`src/sv/sleep_deadline_wakeup_queue_unit_assert.svh`:
```
// ----------------------------------------------------------------------------
// Assertion macros for the sleep deadline wake-up queue
// Shared concurrent assertion forms, clocked on clk and disabled in reset.
// ----------------------------------------------------------------------------
`ifndef SLEEP_DEADLINE_WAKEUP_QUEUE_UNIT_ASSERT_SVH
`define SLEEP_DEADLINE_WAKEUP_QUEUE_UNIT_ASSERT_SVH

// Same-cycle implication
`define SDWQ_ASSERT_IMP(lbl, ante, cons, msg) \
  lbl: assert property (@(posedge clk) disable iff (!rst_n) (ante) |-> (cons)) \
    else $error(msg);

// Next-cycle implication
`define SDWQ_ASSERT_NXT(lbl, ante, cons, msg) \
  lbl: assert property (@(posedge clk) disable iff (!rst_n) (ante) |=> (cons)) \
    else $error(msg);

`endif

```
`src/sv/sdwq_pkg.sv`:
```
// ----------------------------------------------------------------------------
// sdwq_pkg
// Types and constants shared by the deadline queue cells and the top level.
// ----------------------------------------------------------------------------
package sdwq_pkg;

  localparam int TICK_W   = 63;
  localparam int DL_W     = 64;
  localparam int DUR_W    = 32;
  localparam int OUT_ID_W = 8;

  localparam logic [DL_W-1:0] DL_MAX = 64'h7FFF_FFFF_FFFF_FFFF;

  // Input item kinds
  localparam logic KIND_SLEEP = 1'b0;
  localparam logic KIND_TICK  = 1'b1;

  // Result kinds
  localparam logic [1:0] RK_ACCEPT = 2'd0;
  localparam logic [1:0] RK_REJECT = 2'd1;
  localparam logic [1:0] RK_WOKEN  = 2'd2;

  // Command broadcast to every cell of the chain
  typedef enum logic [1:0] {
    CELL_HOLD   = 2'd0,
    CELL_INSERT = 2'd1,
    CELL_SHIFT  = 2'd2
  } cell_op_t;

  typedef struct packed {
    cell_op_t        op;
    logic [DL_W-1:0] key;   // signed deadline to compare against
  } cell_ctl_t;

endpackage

```
`src/sv/sdwq_cell.sv`:
```
// ----------------------------------------------------------------------------
// sdwq_cell
// One slot of the sorted queue: holds a thread and its deadline, compares
// against the broadcast key and trades entries with its neighbours.
// ----------------------------------------------------------------------------
`include "sleep_deadline_wakeup_queue_unit_assert.svh"

module sdwq_cell import sdwq_pkg::*; #(
  parameter int IdW = 8
) (
  input  logic            clk,
  input  logic            rst_n,
  input  cell_ctl_t       ctl,
  input  logic [IdW-1:0]  ins_id,
  // left neighbour (nearer the head)
  input  logic            prev_valid,
  input  logic            prev_le,
  input  logic [IdW-1:0]  prev_thread,
  input  logic [DL_W-1:0] prev_deadline,
  // right neighbour (nearer the tail)
  input  logic            next_valid,
  input  logic [IdW-1:0]  next_thread,
  input  logic [DL_W-1:0] next_deadline,
  output logic            valid,
  output logic            le,
  output logic [IdW-1:0]  thread,
  output logic [DL_W-1:0] deadline
);

  logic            valid_r, valid_nxt;
  logic [IdW-1:0]  thread_r, thread_nxt;
  logic [DL_W-1:0] deadline_r, deadline_nxt;

  // occupied and due at or before the key
  assign le = valid_r && ($signed(deadline_r) <= $signed(ctl.key));

  // insert opens a gap at the first later slot; shift pulls from the right
  always_comb begin
    valid_nxt    = valid_r;
    thread_nxt   = thread_r;
    deadline_nxt = deadline_r;
    unique case (ctl.op)
      CELL_INSERT: begin
        if (!le) begin
          if (prev_le) begin
            valid_nxt    = 1'b1;
            thread_nxt   = ins_id;
            deadline_nxt = ctl.key;
          end else begin
            valid_nxt    = prev_valid;
            thread_nxt   = prev_thread;
            deadline_nxt = prev_deadline;
          end
        end
      end
      CELL_SHIFT: begin
        valid_nxt    = next_valid;
        thread_nxt   = next_thread;
        deadline_nxt = next_deadline;
      end
      CELL_HOLD: begin
      end
      default: begin
      end
    endcase
  end

  always_ff @(posedge clk) begin
    if (!rst_n) begin
      valid_r <= 1'b0;
    end else begin
      valid_r <= valid_nxt;
    end
  end

  always_ff @(posedge clk) begin
    thread_r   <= thread_nxt;
    deadline_r <= deadline_nxt;
  end

  assign valid    = valid_r;
  assign thread   = thread_r;
  assign deadline = deadline_r;

  // occupied slots form a prefix and stay in deadline order; a shift
  // pulls the right neighbour's occupancy
  `SDWQ_ASSERT_IMP(a_cell_prefix, valid_r, prev_valid, "cell occupied behind an empty slot")
  `SDWQ_ASSERT_IMP(a_cell_order, valid_r && next_valid,
                   $signed(deadline_r) <= $signed(next_deadline), "queue out of order")
  `SDWQ_ASSERT_NXT(a_cell_shift, ctl.op == CELL_SHIFT, valid_r == $past(next_valid),
                   "shift did not pull the right neighbour")

endmodule

```
`src/sv/sleep_deadline_wakeup_queue_unit.sv`:
```
// ----------------------------------------------------------------------------
// sleep_deadline_wakeup_queue_unit
// Tick counter with a deadline-sorted queue of sleeping threads, held in a
// chain of cells; ticks release every thread that has come due.
// ----------------------------------------------------------------------------
// Channel  Direction  Handshake            Payload
// in_      input      in_valid / in_stall  in_kind, in_thread_id, in_sleep_ticks
// out_     output     out_valid/out_stall  out_result_kind, out_woken_id,
//                                          out_tick_now, out_last
//
// A sleep first registers the saturated deadline, then makes one insert into
// the chain. A tick first advances the counter, then pops each due thread from
// the head cell in turn; a tick with none due gives no result.
// Reset clears the counter, the slot valid flags and the controller; no sweep.
// A stalled output holds the chain until the result register is free; the
// input is taken again as soon as the chain work of the item is done.
// ----------------------------------------------------------------------------
`include "sleep_deadline_wakeup_queue_unit_assert.svh"

module sleep_deadline_wakeup_queue_unit import sdwq_pkg::*; #(
  parameter int QUEUE_DEPTH = 16,
  parameter int ID_BITS     = 8
) (
  input  logic                       clk,
  input  logic                       rst_n,
  input  logic                       in_valid,
  output logic                       in_stall,
  input  logic                       in_kind,
  input  logic [OUT_ID_W-1:0]        in_thread_id,
  input  logic signed [DUR_W-1:0]    in_sleep_ticks,
  output logic                       out_valid,
  input  logic                       out_stall,
  output logic [1:0]                 out_result_kind,
  output logic [OUT_ID_W-1:0]        out_woken_id,
  output logic [TICK_W-1:0]          out_tick_now,
  output logic                       out_last
);

  localparam int IdW = (ID_BITS < OUT_ID_W) ? ID_BITS : OUT_ID_W;

  typedef enum logic [2:0] {
    ST_IDLE   = 3'b001,
    ST_INSERT = 3'b010,
    ST_POP    = 3'b100
  } state_t;

  state_t              state_r, state_nxt;
  logic [TICK_W-1:0]   tick_r, tick_nxt;
  logic [DL_W-1:0]     dl_r, dl_nxt;
  logic [IdW-1:0]      sid_r, sid_nxt;

  logic                out_valid_r, out_valid_nxt;
  logic [1:0]          out_kind_r, out_kind_nxt;
  logic [OUT_ID_W-1:0] out_id_r, out_id_nxt;
  logic [TICK_W-1:0]   out_tick_r, out_tick_nxt;
  logic                out_last_r, out_last_nxt;

  cell_ctl_t           ctl;
  logic [QUEUE_DEPTH-1:0] c_valid, c_le;
  logic [IdW-1:0]      c_thread   [QUEUE_DEPTH];
  logic [DL_W-1:0]     c_deadline [QUEUE_DEPTH];

  logic                in_xfer, out_free, full;
  logic [DL_W:0]       dl_sum;

  assign in_stall = (state_r != ST_IDLE);
  assign in_xfer  = in_valid && !in_stall;
  assign out_free = !out_valid_r || !out_stall;
  assign full     = c_valid[QUEUE_DEPTH-1];

  // saturating deadline: counter is non-negative, so only upward overflow
  assign dl_sum = {2'b00, tick_r} + {{(DL_W+1-DUR_W){in_sleep_ticks[DUR_W-1]}}, in_sleep_ticks};

  // chain of slots
  for (genvar gi = 0; gi < QUEUE_DEPTH; gi++) begin : g_cell
    logic            p_valid, p_le, n_valid;
    logic [IdW-1:0]  p_thread, n_thread;
    logic [DL_W-1:0] p_deadline, n_deadline;

    if (gi == 0) begin : g_head
      assign p_valid    = 1'b1;
      assign p_le       = 1'b1;
      assign p_thread   = '0;
      assign p_deadline = '0;
    end else begin : g_body
      assign p_valid    = c_valid[gi-1];
      assign p_le       = c_le[gi-1];
      assign p_thread   = c_thread[gi-1];
      assign p_deadline = c_deadline[gi-1];
    end

    if (gi == QUEUE_DEPTH-1) begin : g_tail
      assign n_valid    = 1'b0;
      assign n_thread   = '0;
      assign n_deadline = '0;
    end else begin : g_mid
      assign n_valid    = c_valid[gi+1];
      assign n_thread   = c_thread[gi+1];
      assign n_deadline = c_deadline[gi+1];
    end

    sdwq_cell #(.IdW(IdW)) u_cell (
      .clk           (clk),
      .rst_n         (rst_n),
      .ctl           (ctl),
      .ins_id        (sid_r),
      .prev_valid    (p_valid),
      .prev_le       (p_le),
      .prev_thread   (p_thread),
      .prev_deadline (p_deadline),
      .next_valid    (n_valid),
      .next_thread   (n_thread),
      .next_deadline (n_deadline),
      .valid         (c_valid[gi]),
      .le            (c_le[gi]),
      .thread        (c_thread[gi]),
      .deadline      (c_deadline[gi])
    );
  end

  // controller, chain command and result register
  always_comb begin
    state_nxt     = state_r;
    tick_nxt      = tick_r;
    dl_nxt        = dl_r;
    sid_nxt       = sid_r;
    out_valid_nxt = out_free ? 1'b0 : out_valid_r;
    out_kind_nxt  = out_kind_r;
    out_id_nxt    = out_id_r;
    out_tick_nxt  = out_tick_r;
    out_last_nxt  = out_last_r;
    ctl.op        = CELL_HOLD;
    ctl.key       = {1'b0, tick_r};

    unique case (state_r)
      ST_IDLE: begin
        if (in_xfer) begin
          if (in_kind == KIND_TICK) begin
            tick_nxt  = tick_r + 1'b1;
            state_nxt = ST_POP;
          end else begin
            dl_nxt    = (dl_sum[DL_W:DL_W-1] == 2'b01) ? DL_MAX : dl_sum[DL_W-1:0];
            sid_nxt   = in_thread_id[IdW-1:0];
            state_nxt = ST_INSERT;
          end
        end
      end
      ST_INSERT: begin
        ctl.key = dl_r;
        if (out_free) begin
          ctl.op        = full ? CELL_HOLD : CELL_INSERT;
          out_valid_nxt = 1'b1;
          out_kind_nxt  = full ? RK_REJECT : RK_ACCEPT;
          out_id_nxt    = OUT_ID_W'(sid_r);
          out_tick_nxt  = tick_r;
          out_last_nxt  = 1'b1;
          state_nxt     = ST_IDLE;
        end
      end
      ST_POP: begin
        if (!c_le[0]) begin
          state_nxt = ST_IDLE;
        end else if (out_free) begin
          ctl.op        = CELL_SHIFT;
          out_valid_nxt = 1'b1;
          out_kind_nxt  = RK_WOKEN;
          out_id_nxt    = OUT_ID_W'(c_thread[0]);
          out_tick_nxt  = tick_r;
          out_last_nxt  = !c_le[1];
          if (!c_le[1]) begin
            state_nxt = ST_IDLE;
          end
        end
      end
      default: begin
        state_nxt = ST_IDLE;
      end
    endcase
  end

  always_ff @(posedge clk) begin
    if (!rst_n) begin
      state_r     <= ST_IDLE;
      tick_r      <= '0;
      out_valid_r <= 1'b0;
    end else begin
      state_r     <= state_nxt;
      tick_r      <= tick_nxt;
      out_valid_r <= out_valid_nxt;
    end
  end

  always_ff @(posedge clk) begin
    dl_r       <= dl_nxt;
    sid_r      <= sid_nxt;
    out_kind_r <= out_kind_nxt;
    out_id_r   <= out_id_nxt;
    out_tick_r <= out_tick_nxt;
    out_last_r <= out_last_nxt;
  end

  assign out_valid       = out_valid_r;
  assign out_result_kind = out_kind_r;
  assign out_woken_id    = out_id_r;
  assign out_tick_now    = out_tick_r;
  assign out_last        = out_last_r;

  // tick advances the counter by one; inserts grow the queue by one;
  // sleep answers are always the final result
  `SDWQ_ASSERT_NXT(a_tick_step, in_xfer && (in_kind == KIND_TICK),
                   tick_r == $past(tick_r) + 1'b1, "tick counter did not advance by one")
  `SDWQ_ASSERT_NXT(a_insert_grow, ctl.op == CELL_INSERT,
                   $countones(c_valid) == $past($countones(c_valid)) + 1,
                   "insert did not add exactly one slot")
  `SDWQ_ASSERT_IMP(a_sleep_last, out_valid_r && (out_kind_r != RK_WOKEN), out_last_r,
                   "sleep answer without last")

endmodule

```
`config.mk`:
```
export PLATFORM = sky130hd
export DESIGN_NAME = sleep_deadline_wakeup_queue_unit
export DESIGN_NICKNAME = d
export VERILOG_FILES = /design/src/sv/sdwq_pkg.sv /design/src/sv/sdwq_cell.sv /design/src/sv/sleep_deadline_wakeup_queue_unit.sv
export VERILOG_INCLUDE_DIRS = /design/src /design/src/sv
export SDC_FILE = /design/constraint.sdc
export NUM_CORES = 2
export LEC_CHECK = 0
export ABC_CLOCK_PERIOD_IN_PS = 11700
export BUFFER_PORTS_ARGS = -buffer_cell sky130_fd_sc_hd__buf_4
export CAP_MARGIN = 15
export CORE_MARGIN = 4
export CORE_UTILIZATION = 25
export CTS_CLUSTER_SIZE = 40
export DETAILED_ROUTE_END_ITERATION = 10
export PLACE_DENSITY = 0.36
export SLEW_MARGIN = 10
export SYNTH_ARGS = -nofsm -noshare
export SYNTH_HDL_FRONTEND = slang
export SYNTH_SLANG_ARGS = --single-unit
```
`constraint.sdc`:
```
create_clock -name clk -period 11.7 [get_ports clk]
set_clock_uncertainty 0.05 [all_clocks]
set_input_delay 0.585 -clock clk [delete_from_list [all_inputs] [get_ports clk]]
set_output_delay 0.585 -clock clk [all_outputs]
set_load 0.005 [all_outputs]
```
==> impl_metrics.toml <==
[cells_and_area]
syn_to_final_growth_pct = 13.7
fin_area_mm2 = 0.105
layout-drive-gt1-share_pct = 7.52
nets = 10152

[cts]
clockBufferDepth = 4
cts_tree = "yes"
htree_num_levels = 4
clk_pin_slew_ns = 0.06
clk_latency_ns = 0.91
cts_sinks = 1381
cts_resized = 0
cts-buffers-inserted = 186
ctsRootBufferMaster = "clkbuf_16"

[synthesis]
ys_async_sr_fraction_pct = 0
syn_nets = 10170
ys_warn_count = 0
synth.distinct_cells = 97
syn_area_mm2 = 0.0919
syn_inst = 9114
ys_ff_latch = 1381
synthFlopType = "edfxtp_1"
syn_avg_cell_area_um2 = 10.1
synth_edf_count = 1298
yosysSeqAreaShare_pct = 44.2

[global_route]
busiest_layer = "met2"
met1_usage_pct = 29.5
grt_pass1_wl_um = 569000
grt_pass1_vias = 73197
grt_usage_pct = 20.6
use_met3_pct = 2.48
grt_antenna_before_repair = 8
grt_max_degree = 195
grt_util_met2_pct = 32.7
gr-total-overflow = 0

[status]
status = "complete, no violations"

[floorplan]
initial_core_util_pct = 25.1
die_y_um = 614
core_mm2 = 0.366
die_w_um = 614
dieArea_mm2 = 0.378
io_pins = 121
fp-row-count = 222

[critical_path]
critPathMaxStageDelay_ns = 1.18
slowest_stage = "nor4_1"
cp_max_fo = 27
critPathKind = "flop to flop"
cp.required_ns = 12.19
cp_cell_sequence = "nor3b_2, buf_4, nand2_1, nand2_1, inv_1, ha_1, nand4_1, nor4_1, nand4_1, nor4_1, a221o_4, buf_4, mux2i_1, o21ai_0"
cp-start-kind = "flop"
arrival_ns = 9.63
end_kind = "flop"

[route]
routed_wl_um = 404000
viasPerCell = 5.23
via_count = 73610
ant_nets = 0
drc = 0
drt-pass1-iter-count = 6
routedWlPerCell_um = 28.7
drt_iter0_markers = 6167

[sta]
fin_crit_sh_pct = 78.2
worst_slack_ns = 2.55
final_hold_viol_count = 0
final.min_clock_period_ns = 9.15
worst_pin_slew_ns = 1.29
setup_viol = 0
fmax_ghz = 0.109
rsz0062_at_grt = "no"
slew_violations = 0
finalSetupTns_ns = 0
relSlewSlack_pct = 13.9

[hold_path]
hold_class = "primary input to flop"

[place]
dpl_cell_area_mm2 = 0.0985
pre_cts_ws_ns = 2.30
place_congestion = 0.875
port_buffers = 120
dp_hpwl_um = 283000

[power_and_ir_drop]
ir_drop_mv = 0.113
power_mw = 11.6
powerDensity_mw_per_mm2 = 111
leakage_nw = 35.9

[job]
cap_violations = 0
==> layout by cell type, fill, tap and decap left out, types with 22 or more instances in the layout <==
cell type,n
nor4_1,34
clkinv_1,37
nand4_1,200
nand2_1,1124
or3_1,25
xor2_1,51
nor3_1,74
dfxtp_1,83
clkbuf_16,190
nand2b_1,22
buf_12,22
o21a_1,33
a21o_1,277
and3_1,30
o21ai_0,804
nor2_1,796
nor2b_1,52
a31oi_1,22
o211ai_1,24
mux2i_1,884
a21oi_1,803
clkbuf_1,39
clkinv_2,37
nand3_1,88
o21ai_1,148
a211oi_1,110
inv_1,147
xnor2_1,63
o21bai_1,23
buf_4,305
edfxtp_1,1298
ha_1,1010
and4_1,40
==> worst max-delay path: cells and delay by family (launching register included) <==
kind / cells / cell delay, ns
simple gates: 7 / 4.57
buf+inv: 3 / 1.81
compound gates: 2 / 1.07
fa+ha+maj: 1 / 0.47
flops: 1 / 0.41
mux: 1 / 0.26
==> layer usage <==
| layer | share of wire [%] | vias up |
|---|---|---|
| li1 | - | 34045 |
| met2 | 45 | 2081 |
| met4 | 2.7 | 2 |
| met5 | 0.0030 | - |
| met1 | 48 | 37033 |
| met3 | 4.8 | 449 |
==> metrics by stage <==
stage / util (%) / std cells / hold slack, ns
after floorplan: - / 9114 / 0.382
after global placement: 26.9 / 13710 / 0.387
after detailed placement: 26.9 / 13713 / 0.388
after CTS: 28.5 / 14067 / 0.0581
after global routing: 28.5 / 14069 / 0.125
final: 28.5 / 14070 / 0.128
==> registers in the layout, indices dropped and copies added, names as in the netlist <==
signal,flops
g_cell.u_cell.deadline,1024
state_r,3
g_cell.u_cell.valid,16
g_cell.u_cell.thread,128
dl_r,64
out_result_kind,2
out_tick_now,63
out_last,1
sid_r,8
out_woken_id,8
tick_r,63
out_valid,1
==> cell type report <==
| cell class | instances | area (µm²) |
|---|---|---|
| clock inverter | 99 | 795 |
| clock buffer | 244 | 5110 |
| inverter | 148 | 556 |
| multi-input combinational | 7040 | 48500 |
| timing repair buffer | 339 | 2850 |
| sequential | 1381 | 40600 |
| tap | 4816 | 6030 |
| fill | 38182 | 262000 |
| antenna | 3 | 7.51 |
==> power breakdown <==
group | switching (mW) | internal (mW)
clock network | 2.51 | 3.25
logic | 0.258 | 0.135
registers | 0.0498 | 5.40
total | 2.81 | 8.79
==> cells by family (layout without fill, tap and decap cells) <==
group / Yosys count / count (layout) / share of synthesized area, %
compound gates: 2441 / 2441 / 15.3
mux: 895 / 895 / 9.76
fa+ha+maj: 1015 / 1015 / 13.8
other cells: 0 / 3 / 0
flops: 1381 / 1381 / 44.2
simple gates: 2575 / 2575 / 12.3
buf+inv: 693 / 830 / 3.50
xor+xnor: 114 / 114 / 1.09
==> what timing repair did <==
item	4_1_cts	5_1_grt
endpoints found under the setup margin	0	0
hold endpoints to repair	13	0
hold buffers	11	0
setup buffers	0	0
==> final timing paths <==
path	depth (start not counted)	endpoint	from	slack, ns
hold / removal	3	state_r[0]	in_valid	0.13
setup reg to reg	14	g_cell[11].u_cell.deadline[59]	state_r[1]	2.55
setup / recovery	14	g_cell[11].u_cell.deadline[59]	state_r[1]	2.55
hold reg to reg	0	out_tick_now[55]	tick_r[55]	0.41
==> synthesized netlist by cell type, types with 112 or more instances <==
master	number	area share (%)
inv_1	147	0.60
clkbuf_1	308	1.3
edfxtp_1	1298	42
a21o_1	278	2.3
ha_1	1010	14
a211oi_1	112	0.91
mux2i_1	884	9.6
o21ai_1	143	0.78
o21ai_0	824	4.5
a21oi_1	805	4.4
nor2_1	797	3.3
nand2_1	1128	4.6
buf_2	126	0.69
nand4_1	200	1.4
(Power assumes the default switching activity.)
